[src/sv/sqal_pkg.sv]
// Shared types and constants for the quote-aware command-line lexer.
// Depends on nothing; every other file of the block imports it.
package sqal_pkg;

    localparam logic [7:0] CH_DQUOTE    = 8'h22;
    localparam logic [7:0] CH_SQUOTE    = 8'h27;
    localparam logic [7:0] CH_BACKSLASH = 8'h5C;
    localparam logic [7:0] CH_GT        = 8'h3E;
    localparam logic [7:0] CH_LT        = 8'h3C;
    localparam logic [7:0] CH_SPACE     = 8'h20;

    typedef enum logic [1:0] {
        KIND_WORD   = 2'd0,
        KIND_IN     = 2'd1,
        KIND_OUT    = 2'd2,
        KIND_APPEND = 2'd3
    } token_kind_t;

    // Lexer mode, one-hot.
    typedef enum logic [4:0] {
        MODE_OUT  = 5'b00001,
        MODE_WORD = 5'b00010,
        MODE_DQ   = 5'b00100,
        MODE_ESC  = 5'b01000,
        MODE_SQ   = 5'b10000
    } lex_mode_t;

    // Lexer state carried from one byte to the next.
    typedef struct packed {
        lex_mode_t mode;
        logic      gt_pending;
    } lex_state_t;

    // Tags produced for one byte.
    typedef struct packed {
        logic [7:0]  out_byte;
        logic        keep;
        logic        token_start;
        token_kind_t token_kind;
        logic        quoted;
        logic        unclosed_quote;
    } lex_result_t;

endpackage

[src/sv/sqal_step.sv]
// Combinational lexer step: tags one byte and computes the next lexer state.
// Depends on sqal_pkg.
module sqal_step
    import sqal_pkg::*;
(
    input  logic [7:0]  in_byte,
    input  logic        line_end,
    input  lex_state_t  state_cur,
    output lex_state_t  state_next,
    output lex_result_t result
);

    lex_mode_t   mode_next;
    logic        pend_next;
    logic        keep;
    logic        start;
    token_kind_t kind;
    logic        quoted;
    logic        unclosed;

    always_comb begin
        mode_next = state_cur.mode;
        pend_next = 1'b0;
        keep      = 1'b1;
        start     = 1'b0;
        kind      = KIND_WORD;
        quoted    = 1'b0;
        unclosed  = 1'b0;

        case (state_cur.mode)
            MODE_DQ: begin
                quoted = 1'b1;
                if (in_byte == CH_DQUOTE) begin
                    mode_next = MODE_WORD;
                end else if (in_byte == CH_BACKSLASH) begin
                    mode_next = MODE_ESC;
                end
            end
            MODE_ESC: begin
                quoted    = 1'b1;
                mode_next = MODE_DQ;
            end
            MODE_SQ: begin
                quoted = 1'b1;
                if (in_byte == CH_SQUOTE) begin
                    mode_next = MODE_WORD;
                end
            end
            default: begin
                // Outside a token or in the unquoted part of a word.
                if (in_byte == CH_SPACE) begin
                    keep      = 1'b0;
                    mode_next = MODE_OUT;
                end else if (in_byte == CH_GT) begin
                    if (state_cur.gt_pending) begin
                        kind = KIND_APPEND;
                    end else begin
                        kind      = KIND_OUT;
                        start     = 1'b1;
                        pend_next = 1'b1;
                    end
                    mode_next = MODE_OUT;
                end else if (in_byte == CH_LT) begin
                    kind      = KIND_IN;
                    start     = 1'b1;
                    mode_next = MODE_OUT;
                end else begin
                    start = (state_cur.mode != MODE_WORD);
                    if (in_byte == CH_DQUOTE) begin
                        quoted    = 1'b1;
                        mode_next = MODE_DQ;
                    end else if (in_byte == CH_SQUOTE) begin
                        quoted    = 1'b1;
                        mode_next = MODE_SQ;
                    end else begin
                        mode_next = MODE_WORD;
                    end
                end
            end
        endcase

        if (line_end) begin
            unclosed  = (mode_next == MODE_DQ) || (mode_next == MODE_ESC)
                        || (mode_next == MODE_SQ);
            mode_next = MODE_OUT;
            pend_next = 1'b0;
        end
    end

    assign state_next.mode       = mode_next;
    assign state_next.gt_pending = pend_next;

    assign result.out_byte       = in_byte;
    assign result.keep           = keep;
    assign result.token_start    = start;
    assign result.token_kind     = kind;
    assign result.quoted         = quoted;
    assign result.unclosed_quote = unclosed;

endmodule

[src/sv/shell_quote_aware_lexer_core.sv]
// Top level of the quote-aware command-line lexer.
// Depends on sqal_pkg and sqal_step.
//
// Usage: one command-line byte enters per transfer on the s_ channel
// (s_in_byte, plus s_line_end on the final byte of a line). For every byte
// exactly one tagged result leaves on the m_ channel: the byte echoed, a keep
// flag (0 for a separating space), a token-start flag, the token kind, a
// quoted flag and, on the final byte of a line, an unclosed-quote flag.
// Each byte is captured in an input register, tagged by the lexer step logic
// against the lexer state register, and captured in the result register.
// Throughput is one byte per cycle while the receiver does not stall; the
// lexer state update is the one recurrence.
// Synchronous active-low reset empties both registers and returns the lexer
// to the outside-any-token state. When the receiver stalls, the result
// register holds its transfer and the input register can still take one more
// byte; after that s_ready drops until the result is taken.
module shell_quote_aware_lexer_core
    import sqal_pkg::*;
(
    input  logic       aclk,
    input  logic       aresetn,

    input  logic       s_valid,
    output logic       s_ready,
    input  logic [7:0] s_in_byte,
    input  logic       s_line_end,

    output logic       m_valid,
    input  logic       m_ready,
    output logic [7:0] m_out_byte,
    output logic       m_keep,
    output logic       m_token_start,
    output logic [1:0] m_token_kind,
    output logic       m_quoted,
    output logic       m_unclosed_quote
);

    // Input register.
    logic        in_valid_reg;
    logic [7:0]  in_byte_reg;
    logic        in_line_end_reg;

    // Lexer state.
    lex_state_t  state_reg;
    lex_state_t  state_next;

    // Result register.
    logic        out_valid_reg;
    lex_result_t out_reg;
    lex_result_t step_result;

    logic        advance;
    logic        in_take;

    // The held byte moves into the result register when the result slot is
    // empty or its transfer completes in this cycle.
    assign advance = in_valid_reg && (!out_valid_reg || m_ready);
    assign s_ready = !in_valid_reg || advance;
    assign in_take = s_valid && s_ready;

    sqal_step u_step (
        .in_byte    (in_byte_reg),
        .line_end   (in_line_end_reg),
        .state_cur  (state_reg),
        .state_next (state_next),
        .result     (step_result)
    );

    always_ff @(posedge aclk) begin
        if (!aresetn) begin
            in_valid_reg         <= 1'b0;
            out_valid_reg        <= 1'b0;
            state_reg.mode       <= MODE_OUT;
            state_reg.gt_pending <= 1'b0;
        end else begin
            if (in_take) begin
                in_valid_reg <= 1'b1;
            end else if (advance) begin
                in_valid_reg <= 1'b0;
            end

            if (advance) begin
                out_valid_reg <= 1'b1;
                state_reg     <= state_next;
            end else if (m_ready) begin
                out_valid_reg <= 1'b0;
            end
        end
    end

    // Payload registers carry no reset.
    always_ff @(posedge aclk) begin
        if (in_take) begin
            in_byte_reg     <= s_in_byte;
            in_line_end_reg <= s_line_end;
        end
        if (advance) begin
            out_reg <= step_result;
        end
    end

    assign m_valid          = out_valid_reg;
    assign m_out_byte       = out_reg.out_byte;
    assign m_keep           = out_reg.keep;
    assign m_token_start    = out_reg.token_start;
    assign m_token_kind     = out_reg.token_kind;
    assign m_quoted         = out_reg.quoted;
    assign m_unclosed_quote = out_reg.unclosed_quote;

endmodule
[config.mk]
export PLATFORM = sky130hd
export DESIGN_NAME = shell_quote_aware_lexer_core
export DESIGN_NICKNAME = d
export VERILOG_FILES = /design/src/sv/sqal_pkg.sv /design/src/sv/sqal_step.sv /design/src/sv/shell_quote_aware_lexer_core.sv
export SDC_FILE = /design/constraint.sdc
export NUM_CORES = 1
export LEC_CHECK = 0
export CAP_MARGIN = 20
export CORE_ASPECT_RATIO = 0.6
export CORE_MARGIN = 3
export CORE_UTILIZATION = 45
export DETAILED_ROUTE_END_ITERATION = 8
export DONT_BUFFER_PORTS = 1
export PLACE_DENSITY_LB_ADDON = 0.05
export REMOVE_ABC_BUFFERS = 1
export SETUP_SLACK_MARGIN = 0.02
export SKIP_LAST_GASP = 1
export SLEW_MARGIN = 20
export SYNTH_ARGS = -nofsm -noshare
export SYNTH_HDL_FRONTEND = slang
export SYNTH_HIERARCHICAL = 1
export SYNTH_SLANG_ARGS = --single-unit
[constraint.sdc]
create_clock -name aclk -period 4.8 [get_ports aclk]
set_input_delay 0.24 -clock aclk [delete_from_list [all_inputs] [get_ports aclk]]
set_output_delay 0.24 -clock aclk [all_outputs]
set_load 0.02 [all_outputs]
==> impl_metrics.csv, run 1 <==
group,metric,value,unit
routing,dr.pass1.iters,4,
yosys,synth_edf_count,23,
power,p_sw_share,22.5,%
yosys,synth_top_cell_by_area,"edfxtp_1",
yosys,yosys_most_used_dff,"edfxtp_1",
routing,detail-route-antenna-nets,0,
clock_tree,h-tree-depth,2,
power,p_per_area,350,nW/um2
clock_tree,insertion_delay,0.28,ns
clock_tree,cts_resized,0,
clock_tree,cts_made_buffers,5,
clock_tree,clkSinkCount,31,
grt,grt_overflow_total,0,
clock_tree,clockRootBuffer,"clkbuf_8",
clock_tree,clkSlewWorstSetupHoldPaths,0.06,ns
placed_design,dp_hpwl,1.84,mm
yosys,synth_top_cell_area_share,47.0,%
worst_setup_path,startpoint_type,"flip-flop",
routing,via_per_inst,5.48,
yosys,syn-cell-area,1470,um2
worst_setup_path,path_class,"reg2reg",
sta,hold_viol,0,
yosys,ys_warn_count,6,
status,status,"completed",
clock_tree,clock_path_buffers,2,
yosys,avgSynthCellArea,12.0,um2
sta,fin_setup_tns,0,ns
worst_setup_path,required,5.01,ns
routing,wirelength,2.59,mm
power,power.internal,406,uW
layout,finish.utilization,50.1,%
floorplanning,core_area,2980,um2
power,p_clk_share,35.2,%
power,power.leakage,0.000476,uW
sta,setup_viol,0,
grt,grt_max_degree,20,
job,drv_cap,0,
layout,diodes,0,
yosys,yosys-top-cells-count,"23 x edfxtp_1, 13 x buf_4, 12 x nand2_1",
yosys,ys_seq_area_share,57.9,%
sta,setup_ws,3.07,ns
placed_design,finalWeightedCongestion,0.856,
worst_setup_path,endpoint_kind,"flip-flop",
routing,vias,860,
yosys,ys_ff_latch,31,
yosys,synth_cell_types,44,
yosys,syn-instance-count,122,
power,seqPwrFrac,60.4,%
worst_setup_path,crit_arrival,1.94,ns
floorplanning,die_w,79.8,um
sta,fmax,0.578,GHz
power,power_switching,118,uW
floorplanning,die_height,50.3,um
yosys,yosysMostFrequentCell,"edfxtp_1",
routing,drc_errors,0,
power,power_frac_comb,4.4,%
placed_design,dp_slack,3.13,ns
floorplanning,dieArea,4010,um2
layout,final_nets,128,
placed_design,port_buffers,0,
sta,finalCritPeriodShare,36.1,%
clock_tree,tritoncts,"yes",
floorplanning,initial_core_util,49.2,%
sta,slew_headroom,66.8,%
sta,period_needed,1.73,ns
hold_path,hold_class,"in2reg",
floorplanning,ios,29,
grt,grtUsageTotal,15.0,%
power,peakVddDrop,0.000206,V
grt,antenna_found_initial,0,
yosys,yosys-top-cells-area,"edfxtp_1 47%, dfxtp_1 11%, buf_4 6.6%, mux2i_1 3.4%, nand2_1 3.1%",
sta,rsz0062_at_grt,"false",
grt,grt_pass1_wl,4.33,mm
worst_setup_path,crit_fanout,5,
grt,grt_pass1_vias,885,
floorplanning,fp-row-count,15,
routing,drtIter0Drc,35,
clock_tree,cts_setup_buffers,0,
routing,wl_per_cell,16.5,um
layout,syn_to_final_growth,1.87,%
clock_tree,cts_hold_buf,0,
sta,fin_skew,0.00393,ns
layout,drive_gt1_share,13.9,%
power,fin_total_pwr,524,uW
yosys,synthArstFlopShare,0,%
sta,slew_violations,0,
sta,worstMarginPinSlew,0.496,ns
worst paths after layout:
check        slack [ns]            to            from  cells after the start
max                3.07  state_reg[0]  in_byte_reg[7]                      6
min                0.05  state_reg[1]         aresetn                      1
max reg2reg        3.07  state_reg[0]  in_byte_reg[7]                      6
min reg2reg        0.49  state_reg[0]    state_reg[0]                      2
kinds of logic after synthesis:
| logic type | count (synthesis) | share of synthesized area, % |
|---|---|---|
| AND/OR/NAND/NOR | 46 | 20.2 |
| flip-flops | 31 | 57.9 |
| AO/OA/AOI/OAI | 20 | 9.97 |
| buffers and inverters | 20 | 8.52 |
| multiplexers | 5 | 3.41 |
cell usage in the layout, fill, tap and decap left out, drive strengths merged, types with 2 or more instances in the layout:
master and count:
nor2 5, clkinv 2, mux2i 5, and2 3, a31oi 2, or2 3
dfxtp 8, inv 6, nand2 13, and3 2, nor3 2, o22ai 2
nor4b 3, a21oi 3, nor4 2, edfxtp 23, nand3 3, nor2b 2
nand3b 3, clkbuf 5, nand2b 2, o21ai 3, o21a 2
per-layer routing:
layer | GRT usage, % | part of all wire (%)
met1 | 20.1 | 51
met2 | 19.4 | 39
met3 | 6.63 | 8.2
met4 | 9.83 | 1.0
met5 | 0 | 0
worst max-delay path, stage by stage (launching register included):
cell,delay (ns)
edfxtp_1,0.45
nor4b_2,0.53
and2_1,0.24
nand2_1,0.10
nor4_2,0.15
nand2_1,0.07
mux2i_1,0.12
layout make-up:
| cell class | count | area [um2] |
|---|---|---|
| flip-flops and latches | 31 | 851 |
| clock inverters | 2 | 8.76 |
| inverters | 6 | 22.5 |
| multi-input cells | 71 | 493 |
| well taps | 42 | 52.6 |
| clock buffers | 5 | 68.8 |
| fillers | 268 | 1490 |
stage by stage:
stage          cell area [um2]  hold slack (ns)  instances
2_1_floorplan             1370            0.318        108
3_3_place_gp              1420            0.323        150
3_5_place_dp              1420            0.325        150
4_1_cts                   1500           0.0342        157
5_1_grt                   1500           0.0305        157
6_report                  1500           0.0466        157
power groups by stage:
stage          logic [uW]  clock network (uW)  registers [uW]
6_report             22.9                 184             316
5_1_grt              25.5                 204             318
3_5_place_dp         22.8                   0             322
3_3_place_gp         22.7                   0             322
4_1_cts              22.9                 190             317
2_1_floorplan        19.3                   0             318
(Power assumes the default switching activity.)
==> run 2, diff against run 1 <==
- clock period: 4.8 -> 1.6 ns (I/O delays scaled with it)
==> run 2 against run 1 <==
  * Count of clock-buffer cells in the layout is the same
  * Power grew to 3.2 times the previous value
  * First-iteration DRC count grew 110%
  * Final cell count grew 25%
  * Worst hold slack gained 0.051 ns
  * Sequential share of layout area shrank 13 points
  * Combinational power grew to 6.3 times the previous value
  * The flow now finishes with violations (setup timing)
  * Routed wire length grew 21%
==> impl_metrics.csv, run 2 (synthesis gave the netlist of run 1 again) <==
group,metric,value,unit
status,status,"finished with violations",
status,violations,"setup timing",
clock_tree,clock_path_buffers,2,
sta,fin_setup_tns,-0.250,ns
clock_tree,h-tree-depth,2,
floorplanning,initial_core_util,49.2,%
grt,grt_pass1_wl,4.38,mm
worst_setup_path,crit_arrival,1.82,ns
layout,multi_input_area,572,um2
grt,grtUsageTotal,14.9,%
placed_design,dp_hpwl,1.80,mm
layout,fillCellCount,224,
routing,dr.pass1.iters,4,
hold_path,hold_class,"in2reg",
layout,drive_gt1_share,33.5,%
worst_setup_path,required,1.76,ns
clock_tree,clockRootBuffer,"clkbuf_8",
sta,fin_skew,0.00509,ns
power,p_per_area,866,nW/um2
worst_setup_path,endpoint_kind,"flip-flop",
worst_setup_path,path_cells,"buf_6, nor4b_4, nand3b_1, o21ai_2, o22ai_2, nand2_1, mux2i_1",
routing,wl_per_cell,15.9,um
routing,via_per_inst,5.44,
layout,final_nets,167,
worst_setup_path,crit_fanout,4,
routing,drc_errors,0,
clock_tree,insertion_delay,0.28,ns
layout,finish.utilization,64.6,%
worst_setup_path,crit_start,"in_byte_reg[7]",
placed_design,port_buffers,0,
floorplanning,die_w,79.8,um
layout,syn_to_final_growth,31.3,%
routing,drtIter0Drc,75,
worst_setup_path,r2r-start,"in_byte_reg[7]",
hold_path,hold_start,"m_ready",
floorplanning,fp-row-count,15,
grt,grt_pass1_vias,923,
floorplanning,die_height,50.3,um
layout,fin_area,1930,um2
grt,antenna_found_initial,0,
sta,whs,0.0974,ns
routing,detail-route-antenna-nets,0,
sta,slew_headroom,73.8,%
job,drv_cap,0,
floorplanning,ios,29,
layout,diodes,0,
placed_design,placed_cell_area,1480,um2
layout,ff_latch_area,855,um2
sta,finalCritPeriodShare,104,%
power,power.leakage,0.000656,uW
clock_tree,clkSlewWorstSetupHoldPaths,0.07,ns
sta,setup_ws,-0.0629,ns
worst_setup_path,startpoint_type,"flip-flop",
clock_tree,tritoncts,"yes",
clock_tree,clkSinkCount,31,
sta,rsz0062_at_grt,"true",
worst_setup_path,crit_slowest_cell,"edfxtp_1",
sta,period_needed,1.66,ns
power,peakVddDrop,0.000585,V
routing,vias,1072,
routing,wirelength,3.14,mm
floorplanning,dieArea,4010,um2
sta,worstMarginPinSlew,0.392,ns
grt,grt_max_degree,20,
placed_design,finalWeightedCongestion,0.836,
grt,grt_overflow_total,0,
layout,final_common_cell,"edfxtp_1",
sta,setup_viol,6,
sta,hold_viol,0,
layout,mostFrequentLayoutCells,"23 x edfxtp_1, 20 x buf_4, 17 x dlygate4sd3_1",
floorplanning,core_area,2980,um2
sta,fmax,0.601,GHz
sta,slew_violations,0,
worst_setup_path,cp_slowest_stage_delay,0.44,ns
clock_tree,cts_made_buffers,5,
worst_setup_path,path_class,"reg2reg",
run 2: cell types whose count changed in the layout (fill, tap and decap cells not counted), moves of 3 or more:
cell	previous run	this run
dfxtp_1	8	5
dfxtp_2	0	3
dlygate4sd3_1	0	17
buf_4	0	20
run 2: repair_timing:
item                       4_1_cts  5_1_grt
hold endpoints to repair        17        0
hold buffers                    17        0
setup buffers                    3       11
gates resized for setup          4       17
cloned                           0        0
pin swaps                        1       16
setup endpoints to repair        3        7
run 2: per-layer routing:
metal	GRT usage, %	up-vias	part of all wire [%]
met4	5.06	0	2.4
li1	-	503	-
met2	21.6	50	46
met3	6.81	6	7.7
met1	19.7	513	44
met5	0	-	0
run 2: worst paths after layout:
check	end	slack (ns)	cells past startpoint
worst min-delay path	state_reg[1]	0.1	2
worst min register to register	state_reg[1]	0.50	2
worst max register to register	state_reg[2]	-0.06	7
worst max-delay path	state_reg[2]	-0.06	7
run 2: power breakdown:
group / switching (uW) / internal, uW / leakage, uW
combinational: 64.3 / 79.8 / 0.000331
sequential: 46.7 / 902 / 0.000286
clock: 282 / 295 / 0.0000392
run 2: cell type report:
class | count | share of cell area, %
inverter | 6 | 1.17
clock inverter | 3 | 0.779
timing repair buffer | 39 | 17.8
multi-input combinational | 71 | 29.7
tap | 42 | 2.73
sequential | 31 | 44.3
clock buffer | 5 | 3.57
run 2: critical path, delay by kind of cell (launching register included):
family	cells	cell delay, ns
AOI/OAI and AO/OA	2	0.36
muxes	1	0.07
and+or+nand+nor	3	0.52
DFF	1	0.44
buffers and inverters	1	0.15
run 2: through the flow:
step                cells  power [uW]  setup WS (ns)
floorplan             108        1010          0.127
global placement      158        1040        -0.0811
detailed placement    158        1040        -0.0258
CTS                   186        1660         0.0170
global route          197        1750         -0.156
finish                197        1670        -0.0629
==> run 3, diff against run 2 <==
- SETUP_SLACK_MARGIN: 0.02 -> 0.3
==> run 3 against run 2 <==
  * The flow still finishes with violations (setup timing)
  * Clock power is 0.9% lower
  * Count of clock-buffer cells in the layout unchanged
  * Worst hold slack got worse by 0.068 ns
  * Die area unchanged
  * Via count shrank 0.93%
  * Critical path depth down 1
  * Final cell count unchanged
  * Register-to-register slack improved by 0.03 ns
  * Power hardly changed
  * Combinational power rose by 4%
  * Routed wire length shrank 2.4%
==> impl_metrics.csv, run 3 (synthesis gave the netlist of run 1 again) <==
group,metric,value,unit
placed_design,dp_hpwl,1.80,mm
sta,rsz0062_at_grt,"true",
placed_design,port_buffers,0,
floorplanning,fp-row-count,15,
worst_setup_path,endpoint_kind,"flip-flop",
sta,setup_viol,4,
grt,grt_pass1_vias,930,
worst_setup_path,crit_fanout,4,
sta,fmax,0.613,GHz
routing,wirelength,3.06,mm
floorplanning,dieArea,4010,um2
routing,detail-route-antenna-nets,0,
floorplanning,core_area,2980,um2
status,violations,"setup timing",
routing,via_per_inst,5.39,
sta,period_needed,1.63,ns
clock_tree,clock_path_buffers,2,
worst_setup_path,startpoint_type,"flip-flop",
worst_setup_path,path_class,"reg2reg",
grt,antenna_found_initial,0,
power,p_per_area,875,nW/um2
worst_setup_path,r2r-start,"in_byte_reg[4]",
placed_design,place_inst,158,
layout,final_common_cell,"buf_4",
routing,drtIter0Drc,64,
hold_path,hold_class,"in2reg",
floorplanning,ios,29,
layout,final_cells,197,
layout,drive_gt1_share,40.6,%
sta,slew_violations,0,
clock_tree,tritoncts,"yes",
power,peakVddDrop,0.000588,V
hold_path,hold-path-endpoint,"m_valid",
floorplanning,initial_core_util,49.2,%
layout,mostFrequentLayoutCells,"25 x buf_4, 23 x edfxtp_1, 11 x nand2_1, 11 x dlygate4sd3_1",
routing,vias,1062,
placed_design,finalWeightedCongestion,0.836,
job,drv_cap,0,
layout,diodes,0,
hold_path,hold_start,"m_ready",
hold_path,hold_depth,2,
sta,finalCritPeriodShare,102,%
clock_tree,h-tree-depth,2,
worst_setup_path,required,1.75,ns
power,power.leakage,0.000667,uW
sta,fin_skew,0.00331,ns
routing,drc_errors,0,
sta,worstMarginPinSlew,0.456,ns
floorplanning,die_w,79.8,um
clock_tree,insertion_delay,0.28,ns
clock_tree,clockRootBuffer,"clkbuf_8",
layout,final_nets,167,
floorplanning,die_height,50.3,um
sta,setup_ws,-0.0312,ns
grt,grt_overflow_total,0,
routing,wl_per_cell,15.5,um
worst_setup_path,r2r_cells,6,
worst_setup_path,crit_arrival,1.79,ns
clock_tree,clkSlewWorstSetupHoldPaths,0.06,ns
sta,hold_viol,0,
clock_tree,clkSinkCount,31,
worst_setup_path,crit_start,"in_byte_reg[4]",
clock_tree,cts_made_buffers,5,
routing,dr.pass1.iters,4,
sta,slew_headroom,69.5,%
layout,syn_to_final_growth,29.7,%
worst_setup_path,timing.rr.end,"state_reg[2]",
grt,grt_pass1_wl,4.41,mm
grt,grtUsageTotal,15.0,%
sta,fin_setup_tns,-0.0748,ns
grt,grt_max_degree,20,
worst_setup_path,reg2reg_slack,-0.03,ns
status,status,"finished with violations",
run 3: cell types whose count changed in the layout (fill, tap and decap cells not counted), sizes merged:
cell,delta
dlygate4sd3,-6
buf,+6
run 3: per-layer routing:
metal / part of all wire (%) / global-route usage [%]
met1: 45 / 19.6
met3: 6.6 / 6.63
met5: 0 / 0
met4: 1.1 / 5.06
met2: 47 / 22.4
run 3: power breakdown:
| group | leakage, uW | internal [uW] | switching [uW] | total (uW) |
|---|---|---|---|---|
| sequential | 0.000287 | 902 | 44.9 | 947 |
| clock | 0.0000392 | 294 | 277 | 571 |
| combinational | 0.000341 | 82.4 | 67.2 | 150 |
| total | 0.000667 | 1280 | 389 | 1670 |
run 3: through the flow:
stage / cell area [um2] / utilization [%] / setup slack [ns] / hold slack (ns) / power (uW)
after detailed placement: 1480 / 49.6 / -0.0258 / 0.169 / 1040
after global routing: 1910 / 63.9 / -0.132 / 0.0272 / 1750
after global placement: 1480 / 49.6 / -0.0811 / 0.163 / 1040
after floorplan: 1370 / - / 0.127 / 0.158 / 1010
final: 1910 / 63.9 / -0.0312 / 0.0293 / 1670
after CTS: 1800 / 60.3 / 0.0275 / 0.0450 / 1670
run 3: critical path, cell delays in order, from the launching register on:
cell and delay (ns):
edfxtp_1 0.46, nor4b_2 0.32, nand3b_1 0.24, o21ai_2 0.25, o22ai_1 0.11, nand2_1 0.06, mux2i_1 0.07
run 3: repair_timing:
| action | CTS | global route |
|---|---|---|
| hold buffers | 11 | 0 |
| gates resized for setup | 13 | 12 |
| setup endpoints to repair | 12 | 21 |
| pin swaps | 8 | 7 |
| hold endpoints to repair | 17 | 0 |
| setup buffers | 11 | 9 |
run 3: how the worst max path moves through the flow:
stage	end	cells past startpoint	slack, ns
floorplan	state_reg[0]	6	0.13
global placement	state_reg[1]	5	-0.08
detailed placement	state_reg[1]	5	-0.03
CTS	state_reg[1]	5	0.03
global route	state_reg[2]	6	-0.13
finish	state_reg[2]	6	-0.03
run 3: cell type report:
class,count,area (um2)
clock buffer,5,68.8
clock inverter,3,15.0
fill,234,1080
inverter,6,22.5
multi-input combinational,71,561
sequential,31,855
tap,42,52.6
timing repair buffer,39,332
